$ cat config.mk
export PLATFORM = sky130hd
export DESIGN_NAME = grid_neighbourhood_enumerator
export DESIGN_NICKNAME = d
export VERILOG_FILES = /design/src/gne_pkg.sv /design/src/gne_front.sv /design/src/gne_queue.sv /design/src/gne_back.sv /design/src/grid_neighbourhood_enumerator.sv
export SDC_FILE = /design/constraint.sdc
export NUM_CORES = 2
export LEC_CHECK = 0
export ABC_CLOCK_PERIOD_IN_PS = 10500
export BUFFER_PORTS_ARGS = -buffer_cell sky130_fd_sc_hd__buf_2
export CORE_MARGIN = 2
export CORE_UTILIZATION = 60
export DETAILED_ROUTE_END_ITERATION = 7
export GPL_ROUTABILITY_DRIVEN = 0
export GPL_TIMING_DRIVEN = 0
export HOLD_SLACK_MARGIN = 0.12
export PLACE_DENSITY = 0.74
export SYNTH_ARGS = -nofsm -noshare
export SYNTH_HDL_FRONTEND = slang
export SYNTH_SLANG_ARGS = --single-unit
$ cat constraint.sdc
create_clock -name clock -period 10.5 [get_ports clock]
set_input_delay 1.05 -clock clock [delete_from_list [all_inputs] [get_ports clock]]
set_output_delay 1.05 -clock clock [all_outputs]
set_load 0.01 [all_outputs]
$ cat src/gne_pkg.sv
`timescale 1ns / 1ps
package gne_pkg;

   localparam int MAX_AXES    = 3;
   localparam int AXIS_BITS   = 10;
   localparam int SIZE_BITS   = AXIS_BITS + 1;
   localparam int PLANE_BITS  = 2 * AXIS_BITS + 1;
   localparam int FLAT_BITS   = MAX_AXES * AXIS_BITS;
   localparam int SPAN_BITS   = 2;
   localparam int EXT2_BITS   = 2 * SPAN_BITS;
   localparam int COUNT_BITS  = 5;
   localparam int AXES_BITS   = 2;
   localparam int CSR_BITS    = 2;
   localparam int QUEUE_DEPTH = 2;
   localparam int QPTR_BITS   = 1;

   localparam logic [SIZE_BITS-1:0] SIZE_CAP = SIZE_BITS'(1 << AXIS_BITS);
   localparam logic [AXES_BITS-1:0] AXES_RESET = AXES_BITS'(MAX_AXES);

   typedef enum logic [CSR_BITS-1:0] {
      CSR_AXES        = 2'd0,
      CSR_SIZE_FIRST  = 2'd1,
      CSR_SIZE_SECOND = 2'd2,
      CSR_SIZE_THIRD  = 2'd3
   } csr_index_type;

   typedef enum logic [1:0] {
      FRONT_IDLE,
      FRONT_SCALE,
      FRONT_OFFSET,
      FRONT_ISSUE
   } front_state_type;

   typedef enum logic {
      BACK_IDLE,
      BACK_WALK
   } back_state_type;

   typedef logic [MAX_AXES-1:0][AXIS_BITS-1:0] axis_vec_type;

   typedef struct packed {
      logic [AXES_BITS-1:0]                axes;
      logic [MAX_AXES-1:0][SIZE_BITS-1:0]  sizes;
   } cfg_type;

   // one cube walk handed from the front to the back
   typedef struct packed {
      axis_vec_type            lo;
      axis_vec_type            hi;
      axis_vec_type            centre;
      logic [SIZE_BITS-1:0]    stride1;
      logic [PLANE_BITS-1:0]   delta2;
      logic [FLAT_BITS-1:0]    row0;
      logic [COUNT_BITS-1:0]   count;
   } job_type;

   function automatic logic [SIZE_BITS-1:0] eff_size(input logic [SIZE_BITS-1:0] raw,
                                                     input logic used);
      logic [SIZE_BITS-1:0] s;
      if (!used || raw == '0) begin
         s = SIZE_BITS'(1);
      end else if (raw > SIZE_CAP) begin
         s = SIZE_CAP;
      end else begin
         s = raw;
      end
      return s;
   endfunction

endpackage

$ cat src/gne_front.sv
`timescale 1ns / 1ps
module gne_front (
   input  logic                   clock,
   input  logic                   reset,
   input  gne_pkg::cfg_type       cfg,
   input  logic                   push,
   output logic                   full,
   input  gne_pkg::axis_vec_type  centre,
   input  logic                   reach,
   output logic                   q_push,
   input  logic                   q_full,
   output gne_pkg::job_type       q_data
);

   gne_pkg::front_state_type state_ff, state_in;

   gne_pkg::axis_vec_type lo_ff, lo_in, hi_ff, hi_in, c_ff, c_in;
   logic [gne_pkg::SIZE_BITS-1:0]  s0_ff, s0_in, s1_ff, s1_in;
   logic [gne_pkg::PLANE_BITS-1:0] s01_ff, s01_in, lo1s0_ff, lo1s0_in;
   logic [gne_pkg::PLANE_BITS-1:0] delta2_ff, delta2_in;
   logic [gne_pkg::SIZE_BITS+1:0]  span1s0_ff, span1s0_in;
   logic [gne_pkg::FLAT_BITS-1:0]  lo2s01_ff, lo2s01_in;
   logic [gne_pkg::EXT2_BITS-1:0]  e01_ff, e01_in;
   logic [gne_pkg::COUNT_BITS-1:0] count_ff, count_in;

   logic                            accept;
   logic [gne_pkg::AXES_BITS-1:0]  n_eff;
   logic [gne_pkg::SIZE_BITS-1:0]  sz   [gne_pkg::MAX_AXES];
   logic [gne_pkg::SIZE_BITS-1:0]  lim  [gne_pkg::MAX_AXES];
   logic [gne_pkg::SIZE_BITS-1:0]  craw [gne_pkg::MAX_AXES];
   logic [gne_pkg::SIZE_BITS-1:0]  cc   [gne_pkg::MAX_AXES];
   logic [gne_pkg::SIZE_BITS-1:0]  up   [gne_pkg::MAX_AXES];
   logic [gne_pkg::SIZE_BITS-1:0]  dn   [gne_pkg::MAX_AXES];
   logic [gne_pkg::SIZE_BITS-1:0]  r11;
   logic [gne_pkg::SPAN_BITS-1:0]  ext  [gne_pkg::MAX_AXES];
   logic [gne_pkg::SPAN_BITS-1:0]  span1;

   // next state
   always_comb begin
      state_in = state_ff;
      unique case (state_ff)
         gne_pkg::FRONT_IDLE:   if (push) state_in = gne_pkg::FRONT_SCALE;
         gne_pkg::FRONT_SCALE:  state_in = gne_pkg::FRONT_OFFSET;
         gne_pkg::FRONT_OFFSET: state_in = gne_pkg::FRONT_ISSUE;
         gne_pkg::FRONT_ISSUE: begin
            if (count_ff == '0 || !q_full) state_in = gne_pkg::FRONT_IDLE;
         end
         default:               state_in = gne_pkg::FRONT_IDLE;
      endcase
   end

   // outputs
   always_comb begin
      full   = (state_ff != gne_pkg::FRONT_IDLE);
      accept = (state_ff == gne_pkg::FRONT_IDLE) && push;
      q_push = (state_ff == gne_pkg::FRONT_ISSUE) && (count_ff != '0) && !q_full;
   end

   // clamp the centre and the cube to the grid
   always_comb begin
      n_eff = (cfg.axes == '0) ? gne_pkg::AXES_BITS'(1) : cfg.axes;
      r11   = gne_pkg::SIZE_BITS'(reach);
      for (int d = 0; d < gne_pkg::MAX_AXES; d++) begin
         sz[d]   = gne_pkg::eff_size(cfg.sizes[d], d < int'(n_eff));
         lim[d]  = sz[d] - gne_pkg::SIZE_BITS'(1);
         craw[d] = (d < int'(n_eff)) ? gne_pkg::SIZE_BITS'(centre[d]) : '0;
         cc[d]   = (craw[d] > lim[d]) ? lim[d] : craw[d];
         up[d]   = cc[d] + r11;
         dn[d]   = (cc[d] >= r11) ? (cc[d] - r11) : '0;
         c_in[d]  = accept ? cc[d][gne_pkg::AXIS_BITS-1:0] : c_ff[d];
         lo_in[d] = accept ? dn[d][gne_pkg::AXIS_BITS-1:0] : lo_ff[d];
         hi_in[d] = accept ? ((up[d] > lim[d]) ? lim[d][gne_pkg::AXIS_BITS-1:0]
                                               : up[d][gne_pkg::AXIS_BITS-1:0])
                           : hi_ff[d];
         ext[d]  = gne_pkg::SPAN_BITS'(hi_ff[d] - lo_ff[d]) + gne_pkg::SPAN_BITS'(1);
      end
      s0_in = accept ? sz[0] : s0_ff;
      s1_in = accept ? sz[1] : s1_ff;
   end

   // strides and offsets in the scale and offset states
   always_comb begin
      span1      = gne_pkg::SPAN_BITS'(hi_ff[1] - lo_ff[1]);
      s01_in     = s01_ff;
      lo1s0_in   = lo1s0_ff;
      span1s0_in = span1s0_ff;
      e01_in     = e01_ff;
      lo2s01_in  = lo2s01_ff;
      delta2_in  = delta2_ff;
      count_in   = count_ff;
      if (state_ff == gne_pkg::FRONT_SCALE) begin
         s01_in     = gne_pkg::PLANE_BITS'(s0_ff) * gne_pkg::PLANE_BITS'(s1_ff);
         lo1s0_in   = gne_pkg::PLANE_BITS'(lo_ff[1]) * gne_pkg::PLANE_BITS'(s0_ff);
         span1s0_in = (gne_pkg::SIZE_BITS+2)'(span1) * (gne_pkg::SIZE_BITS+2)'(s0_ff);
         e01_in     = gne_pkg::EXT2_BITS'(ext[0]) * gne_pkg::EXT2_BITS'(ext[1]);
      end
      if (state_ff == gne_pkg::FRONT_OFFSET) begin
         lo2s01_in = gne_pkg::FLAT_BITS'(lo_ff[2]) * gne_pkg::FLAT_BITS'(s01_ff);
         delta2_in = s01_ff - gne_pkg::PLANE_BITS'(span1s0_ff);
         count_in  = gne_pkg::COUNT_BITS'(e01_ff) * gne_pkg::COUNT_BITS'(ext[2])
                   - gne_pkg::COUNT_BITS'(1);
      end
   end

   always_comb begin
      q_data.lo      = lo_ff;
      q_data.hi      = hi_ff;
      q_data.centre  = c_ff;
      q_data.stride1 = s0_ff;
      q_data.delta2  = delta2_ff;
      q_data.row0    = lo2s01_ff + gne_pkg::FLAT_BITS'(lo1s0_ff);
      q_data.count   = count_ff;
   end

   always_ff @(posedge clock) begin
      if (reset) begin
         state_ff <= gne_pkg::FRONT_IDLE;
      end else begin
         state_ff <= state_in;
      end
   end

   always_ff @(posedge clock) begin
      lo_ff      <= lo_in;
      hi_ff      <= hi_in;
      c_ff       <= c_in;
      s0_ff      <= s0_in;
      s1_ff      <= s1_in;
      s01_ff     <= s01_in;
      lo1s0_ff   <= lo1s0_in;
      span1s0_ff <= span1s0_in;
      e01_ff     <= e01_in;
      lo2s01_ff  <= lo2s01_in;
      delta2_ff  <= delta2_in;
      count_ff   <= count_in;
   end

endmodule

$ cat src/gne_queue.sv
`timescale 1ns / 1ps
module gne_queue (
   input  logic              clock,
   input  logic              reset,
   input  logic              wr_en,
   input  gne_pkg::job_type  wr_data,
   output logic              q_full,
   input  logic              rd_en,
   output gne_pkg::job_type  rd_data,
   output logic              q_empty
);

   gne_pkg::job_type                entry_ff [gne_pkg::QUEUE_DEPTH];
   logic [gne_pkg::QPTR_BITS-1:0]  wr_ptr_ff, wr_ptr_in, rd_ptr_ff, rd_ptr_in;
   logic [gne_pkg::QPTR_BITS:0]    fill_ff, fill_in;
   logic                            do_wr, do_rd;

   always_comb begin
      q_full    = (fill_ff == (gne_pkg::QPTR_BITS+1)'(gne_pkg::QUEUE_DEPTH));
      q_empty   = (fill_ff == '0);
      do_wr     = wr_en && !q_full;
      do_rd     = rd_en && !q_empty;
      wr_ptr_in = do_wr ? wr_ptr_ff + gne_pkg::QPTR_BITS'(1) : wr_ptr_ff;
      rd_ptr_in = do_rd ? rd_ptr_ff + gne_pkg::QPTR_BITS'(1) : rd_ptr_ff;
      fill_in   = fill_ff + (gne_pkg::QPTR_BITS+1)'(do_wr)
                          - (gne_pkg::QPTR_BITS+1)'(do_rd);
      rd_data   = entry_ff[rd_ptr_ff];
   end

   always_ff @(posedge clock) begin
      if (reset) begin
         wr_ptr_ff <= '0;
         rd_ptr_ff <= '0;
         fill_ff   <= '0;
      end else begin
         wr_ptr_ff <= wr_ptr_in;
         rd_ptr_ff <= rd_ptr_in;
         fill_ff   <= fill_in;
      end
   end

   always_ff @(posedge clock) begin
      if (do_wr) begin
         entry_ff[wr_ptr_ff] <= wr_data;
      end
   end

endmodule

$ cat src/gne_back.sv
`timescale 1ns / 1ps
module gne_back (
   input  logic                                clock,
   input  logic                                reset,
   input  gne_pkg::job_type                    job,
   input  logic                                q_empty,
   output logic                                q_pop,
   output logic                                empty,
   input  logic                                pop,
   output logic [gne_pkg::FLAT_BITS-1:0]       flat_node,
   output logic                                final_one
);

   gne_pkg::back_state_type state_ff, state_in;

   gne_pkg::axis_vec_type lo_ff, lo_in, hi_ff, hi_in, c_ff, c_in, pos_ff, pos_in;
   logic [gne_pkg::SIZE_BITS-1:0]  s0_ff, s0_in;
   logic [gne_pkg::PLANE_BITS-1:0] delta2_ff, delta2_in;
   logic [gne_pkg::FLAT_BITS-1:0]  row_ff, row_in;
   logic [gne_pkg::COUNT_BITS-1:0] left_ff, left_in;
   logic                            out_valid_ff, out_valid_in;
   logic [gne_pkg::FLAT_BITS-1:0]  out_flat_ff, out_flat_in;
   logic                            out_final_ff, out_final_in;

   logic walking, is_centre, out_free, step, emit, last_emit;

   always_comb begin
      is_centre = (pos_ff == c_ff);
      out_free  = !out_valid_ff || pop;
      walking   = (state_ff == gne_pkg::BACK_WALK);
      step      = walking && (is_centre || out_free);
      emit      = step && !is_centre;
      last_emit = emit && (left_ff == gne_pkg::COUNT_BITS'(1));
   end

   // next state
   always_comb begin
      state_in = state_ff;
      unique case (state_ff)
         gne_pkg::BACK_IDLE: if (!q_empty) state_in = gne_pkg::BACK_WALK;
         gne_pkg::BACK_WALK: if (last_emit) state_in = gne_pkg::BACK_IDLE;
         default:            state_in = gne_pkg::BACK_IDLE;
      endcase
   end

   // outputs
   always_comb begin
      q_pop     = (state_ff == gne_pkg::BACK_IDLE) && !q_empty;
      empty     = !out_valid_ff;
      flat_node = out_flat_ff;
      final_one = out_final_ff;
   end

   // walk the cube, first axis fastest; row holds i1*s0 + i2*s0*s1
   always_comb begin
      lo_in     = lo_ff;
      hi_in     = hi_ff;
      c_in      = c_ff;
      s0_in     = s0_ff;
      delta2_in = delta2_ff;
      pos_in    = pos_ff;
      row_in    = row_ff;
      left_in   = left_ff;
      if (q_pop) begin
         lo_in     = job.lo;
         hi_in     = job.hi;
         c_in      = job.centre;
         s0_in     = job.stride1;
         delta2_in = job.delta2;
         pos_in    = job.lo;
         row_in    = job.row0;
         left_in   = job.count;
      end else if (step) begin
         if (emit) left_in = left_ff - gne_pkg::COUNT_BITS'(1);
         if (pos_ff[0] != hi_ff[0]) begin
            pos_in[0] = pos_ff[0] + gne_pkg::AXIS_BITS'(1);
         end else begin
            pos_in[0] = lo_ff[0];
            if (pos_ff[1] != hi_ff[1]) begin
               pos_in[1] = pos_ff[1] + gne_pkg::AXIS_BITS'(1);
               row_in    = row_ff + gne_pkg::FLAT_BITS'(s0_ff);
            end else begin
               pos_in[1] = lo_ff[1];
               pos_in[2] = pos_ff[2] + gne_pkg::AXIS_BITS'(1);
               row_in    = row_ff + gne_pkg::FLAT_BITS'(delta2_ff);
            end
         end
      end
   end

   // result register: hold until popped
   always_comb begin
      out_valid_in = out_valid_ff;
      out_flat_in  = out_flat_ff;
      out_final_in = out_final_ff;
      if (emit) begin
         out_valid_in = 1'b1;
         out_flat_in  = row_ff + gne_pkg::FLAT_BITS'(pos_ff[0]);
         out_final_in = last_emit;
      end else if (pop) begin
         out_valid_in = 1'b0;
      end
   end

   always_ff @(posedge clock) begin
      if (reset) begin
         state_ff     <= gne_pkg::BACK_IDLE;
         out_valid_ff <= 1'b0;
      end else begin
         state_ff     <= state_in;
         out_valid_ff <= out_valid_in;
      end
   end

   always_ff @(posedge clock) begin
      lo_ff        <= lo_in;
      hi_ff        <= hi_in;
      c_ff         <= c_in;
      s0_ff        <= s0_in;
      delta2_ff    <= delta2_in;
      pos_ff       <= pos_in;
      row_ff       <= row_in;
      left_ff      <= left_in;
      out_flat_ff  <= out_flat_in;
      out_final_ff <= out_final_in;
   end

endmodule

$ cat src/grid_neighbourhood_enumerator.sv
`timescale 1ns / 1ps
// Channel   Direction  Handshake            Payload
// req       in         push / full          req_centre_first/second/third, req_reach
// rsp       out        empty / pop          rsp_flat_node, rsp_final_one
// csr       in         csr_valid/csr_ready  csr_index, csr_data
//
// The front takes a request only while idle, clamps the cube on acceptance, forms
// strides and offsets in its scale and offset states and issues the job to the
// queue; the back loads a job in its idle state, then walks one cube position per
// cycle while no result is held, so a full radius-one 3D request gives 26 results
// and steps over the centre slot. Reset is synchronous and needs no clearing pass.
// A held result stalls the walk until popped; the front stalls when the queue is full.
module grid_neighbourhood_enumerator (
   input  logic                               clock,
   input  logic                               reset,
   input  logic                               push,
   output logic                               full,
   input  logic [gne_pkg::AXIS_BITS-1:0]      req_centre_first,
   input  logic [gne_pkg::AXIS_BITS-1:0]      req_centre_second,
   input  logic [gne_pkg::AXIS_BITS-1:0]      req_centre_third,
   input  logic                               req_reach,
   output logic                               empty,
   input  logic                               pop,
   output logic [gne_pkg::FLAT_BITS-1:0]      rsp_flat_node,
   output logic                               rsp_final_one,
   input  logic                               csr_valid,
   output logic                               csr_ready,
   input  logic [gne_pkg::CSR_BITS-1:0]       csr_index,
   input  logic [gne_pkg::SIZE_BITS-1:0]      csr_data
);

   gne_pkg::cfg_type       cfg_ff, cfg_in;
   gne_pkg::axis_vec_type  centre;
   gne_pkg::job_type       push_job, pop_job;
   logic                   q_push, q_full, q_pop, q_empty;

   assign csr_ready = 1'b1;

   always_comb begin
      cfg_in = cfg_ff;
      if (csr_valid) begin
         unique case (gne_pkg::csr_index_type'(csr_index))
            gne_pkg::CSR_AXES:        cfg_in.axes     = csr_data[gne_pkg::AXES_BITS-1:0];
            gne_pkg::CSR_SIZE_FIRST:  cfg_in.sizes[0] = csr_data;
            gne_pkg::CSR_SIZE_SECOND: cfg_in.sizes[1] = csr_data;
            gne_pkg::CSR_SIZE_THIRD:  cfg_in.sizes[2] = csr_data;
            default:                  cfg_in = cfg_ff;
         endcase
      end
   end

   always_ff @(posedge clock) begin
      if (reset) begin
         cfg_ff.axes  <= gne_pkg::AXES_RESET;
         cfg_ff.sizes <= {gne_pkg::MAX_AXES{gne_pkg::SIZE_CAP}};
      end else begin
         cfg_ff <= cfg_in;
      end
   end

   assign centre = {req_centre_third, req_centre_second, req_centre_first};

   gne_front u_front (
      .clock  (clock),
      .reset  (reset),
      .cfg    (cfg_ff),
      .push   (push),
      .full   (full),
      .centre (centre),
      .reach  (req_reach),
      .q_push (q_push),
      .q_full (q_full),
      .q_data (push_job)
   );

   gne_queue u_queue (
      .clock   (clock),
      .reset   (reset),
      .wr_en   (q_push),
      .wr_data (push_job),
      .q_full  (q_full),
      .rd_en   (q_pop),
      .rd_data (pop_job),
      .q_empty (q_empty)
   );

   gne_back u_back (
      .clock     (clock),
      .reset     (reset),
      .job       (pop_job),
      .q_empty   (q_empty),
      .q_pop     (q_pop),
      .empty     (empty),
      .pop       (pop),
      .flat_node (rsp_flat_node),
      .final_one (rsp_final_one)
   );

endmodule
==> qor.csv <==
stage,metric,value,unit
grt,grt_max_degree,65,
sta,hold_ws,423,ps
die,io_pins,83,
hold_path,hp-class,reg -> reg,
finish,syn2layout_area_growth,9.33,%
synth,async_flop_share,0,
synth,syn_inst,4391,
cts,postCtsHoldBufs,0,
grt,grt_usage,0.279,
routing,drc,0,
die,die_area,84900,um2
critical_path,critPathCapture,u_front.q_data[110]$_DFFE_PP_,
synth,ys_ff_latch,755,
grt,grt_pass1_wl,183000,um
critical_path,max_stage_delay,480,ps
die,placeableCoreArea,82000,um2
routing,viasPerCell,5.75,
synth,yosysMostFrequentCell,edfxtp_1,
cts,cts_buffers,78,
routing,drt_iter0_drc,2793,
sta,rsz0062_at_grt,false,
sta,slew_headroom,0.251,
sta,worstMarginPinSlew,1120,ps
finish,diodes,0,
placement,dpl.hpwl,88500,um
synth,synth.avg_cell_area,11.3,um2
synth,ys_types,78,
sta,min_period_over_period,0.933,
finish,finalNonFillerCells,5697,
sta,setup_violations,0,
finish,final_nets,5262,
cts,clk_path_buf_depth,3,
sta,hold_viol_final,0,
synth,synth_edf_count,711,
critical_path,worstSetupPathType,reg -> reg,
routing,ant_nets,0,
cts,cts_setup_buffers,0,
sta,fmax,102,MHz
die,rows,105,
critical_path,crit_path_top_delay_cell,clkbuf_1,
cts,cts-resized-gates,0,
routing,drt-total-wl,116000,um
sta,skew,37.5,ps
critical_path,worst_path_most_repeated_cell,clkbuf_1,
critical_path,arrival,10160,ps
finish,drive_above_1_share,0.0819,
placement,placed_cells,5556,
critical_path,r2r_end,u_front.q_data[110]$_DFFE_PP_,
critical_path,crit_fanout,10,
critical_path,required,10860,ps
sta,min_period,9800,ps
critical_path,reg2reg_setup_slack,700,ps
synth,ys_top_cells_by_area,"edfxtp_1 43%, fa_1 12%, ha_1 8.7%, xnor2_1 3.7%, nand2_1 3.7%",
cts,path_clk_slew,60,ps
cts,clkSinkCount,755,
routing,vias,32736,
cts,clk_latency,640,ps
die,initial_utilization,0.604,
synth,yosys_warnings,0,
placement,io_buffer_count,80,
cts,cts_max_level,3,
routing,drt_pass1_iterations,5,
critical_path,crit_start,cfg_ff[34]$_SDFFE_PP1P_,
cts,root_buffer,clkbuf_16,
die,dieWidth,291,um
sta,drv_slew,0,
synth,synth_common_cells,"711 x edfxtp_1, 482 x nand2_1, 471 x inv_1, 343 x ha_1, 304 x fa_1",
critical_path,start_kind,register,
critical_path,r2r_cells,38,
synth,netlist_area,49600,um2
grt,grt-ovfl-total,0,
synth,synth_top_area_cell,edfxtp_1,
cts,cts_tree,built,
flow_run,drv_cap,0,
routing,detail_route.wl_per_cell,20.4,um
synth,ys_seq_area_frac,0.449,
outcome,status,"complete, no violations",
synth,synth_flop_cell,edfxtp_1,
die,fp.dieH,291,um
synth,syn_nets,5087,
grt,grt_pass1_vias,32794,
critical_path,r2r-start,cfg_ff[34]$_SDFFE_PP1P_,
synth,synth_top_area_frac,0.431,
grt,antenna_found_initial,3,
critical_path,end_kind,register,
[cells by family (layout without fill, tap and decap cells)]
logic type	Yosys count	count (layout)	share of synthesized area
flip-flops	755	755	0.449
XOR/XNOR	297	297	0.0526
other	1	1	0.0000757
AO/OA/AOI/OAI	545	545	0.0687
multiplexers	204	204	0.0444
adder cells (fa/ha/maj)	648	648	0.210
AND/OR/NAND/NOR	1286	1286	0.126
buffers and inverters	655	891	0.0498
[layer usage]
metal,up-vias,GRT usage,wire length (um)
li1,15324,-,-
met1,15942,0.391,49700
met5,-,0,0
met3,214,0.0443,9440
met2,1256,0.445,53300
met4,0,0.0955,3920
[how the worst min path moves through the flow]
stage                               startpoint                            endpoint  slack, ps  cells after the start
3_3_place_gp   u_front.delta2_ff[18]$_DFFE_PP_   u_queue.entry_ff[0][53]$_DFFE_PP_        420                      0
3_5_place_dp      u_front.q_data[72]$_DFFE_PP_   u_queue.entry_ff[0][72]$_DFFE_PP_        430                      0
5_1_grt        u_front.delta2_ff[12]$_DFFE_PP_   u_queue.entry_ff[0][47]$_DFFE_PP_        430                      0
4_1_cts        u_front.delta2_ff[12]$_DFFE_PP_   u_queue.entry_ff[0][47]$_DFFE_PP_        420                      0
2_1_floorplan    u_front.q_data[100]$_DFFE_PP_  u_queue.entry_ff[0][100]$_DFFE_PP_        420                      0
6_report       u_front.delta2_ff[12]$_DFFE_PP_   u_queue.entry_ff[0][47]$_DFFE_PP_        420                      0
[sequential cells by signal, indices dropped and copies added, names as in the netlist, 21 cells and up, named ones only]
| signal | flops |
|---|---|
| u_queue.entry_ff | 294 |
| u_front.q_data | 82 |
| cfg_ff | 35 |
| u_back.c_ff | 30 |
| u_back.flat_node | 30 |
| u_back.pos_ff | 30 |
| u_back.row_ff | 30 |
| u_front.lo2s01_ff | 30 |
| u_back.delta2_ff | 21 |
| u_front.delta2_ff | 21 |
| u_front.lo1s0_ff | 21 |
| u_front.s01_ff | 21 |
[layout make-up]
| class | count | area, um2 |
|---|---|---|
| Tap cell | 1070 | 1340 |
| Timing Repair Buffer | 95 | 726 |
| Multi-Input combinational cell | 2981 | 24900 |
| Clock inverter | 41 | 415 |
| Buffer | 183 | 699 |
| Clock buffer | 100 | 2090 |
| Inverter | 472 | 1770 |
| Sequential cell | 755 | 22200 |
| Fill cell | 6141 | 27800 |
[stage by stage]
step	area (um2)	worst slack (ps)	utilization	TNS (ps)
finish	54200	702	0.661	0
detailed placement	51700	543	0.630	0
global route	54200	40.1	0.661	0
global placement	51300	-837	0.626	-233970
CTS	54200	534	0.661	0
floorplan	49600	2770	-	0
[layout by cell type (no fill, tap or decap), types with 10 or more instances in the layout]
master / instances
or2_2: 15
ha_1: 341
a21o_1: 35
nand4_1: 32
buf_1: 11
or4_1: 15
fa_1: 304
o21a_1: 36
nor4_1: 12
a31oi_1: 18
mux2_2: 126
a211oi_1: 18
inv_1: 471
xor2_1: 89
mux2i_1: 78
clkbuf_16: 79
nand3_1: 74
and2_1: 223
nand2_1: 482
nand2b_1: 24
o211ai_1: 13
xnor2_1: 207
o21bai_1: 19
clkbuf_1: 183
clkinv_1: 10
a21boi_0: 18
and3_1: 25
o31ai_1: 19
clkinv_2: 13
or3_1: 14
a21oi_1: 168
nor2b_1: 76
dfxtp_1: 44
nor2_1: 214
o21ai_0: 137
nor3_1: 48
edfxtp_1: 711
buf_2: 83
[worst max-delay path: cells and delay by family, from the launching register on]
kind                     cells  cell delay [ps]
XOR/XNOR                     2              510
multiplexers                 1              370
flip-flops                   1              450
buffers and inverters       13             4060
AND/OR/NAND/NOR              7             1170
AO/OA/AOI/OAI               10             1800
adder cells (fa/ha/maj)      5             1200
Power is left out: the tool's default activity adds up to more than one toggle a clock period on the data nets, which glitch-free logic cannot reach.
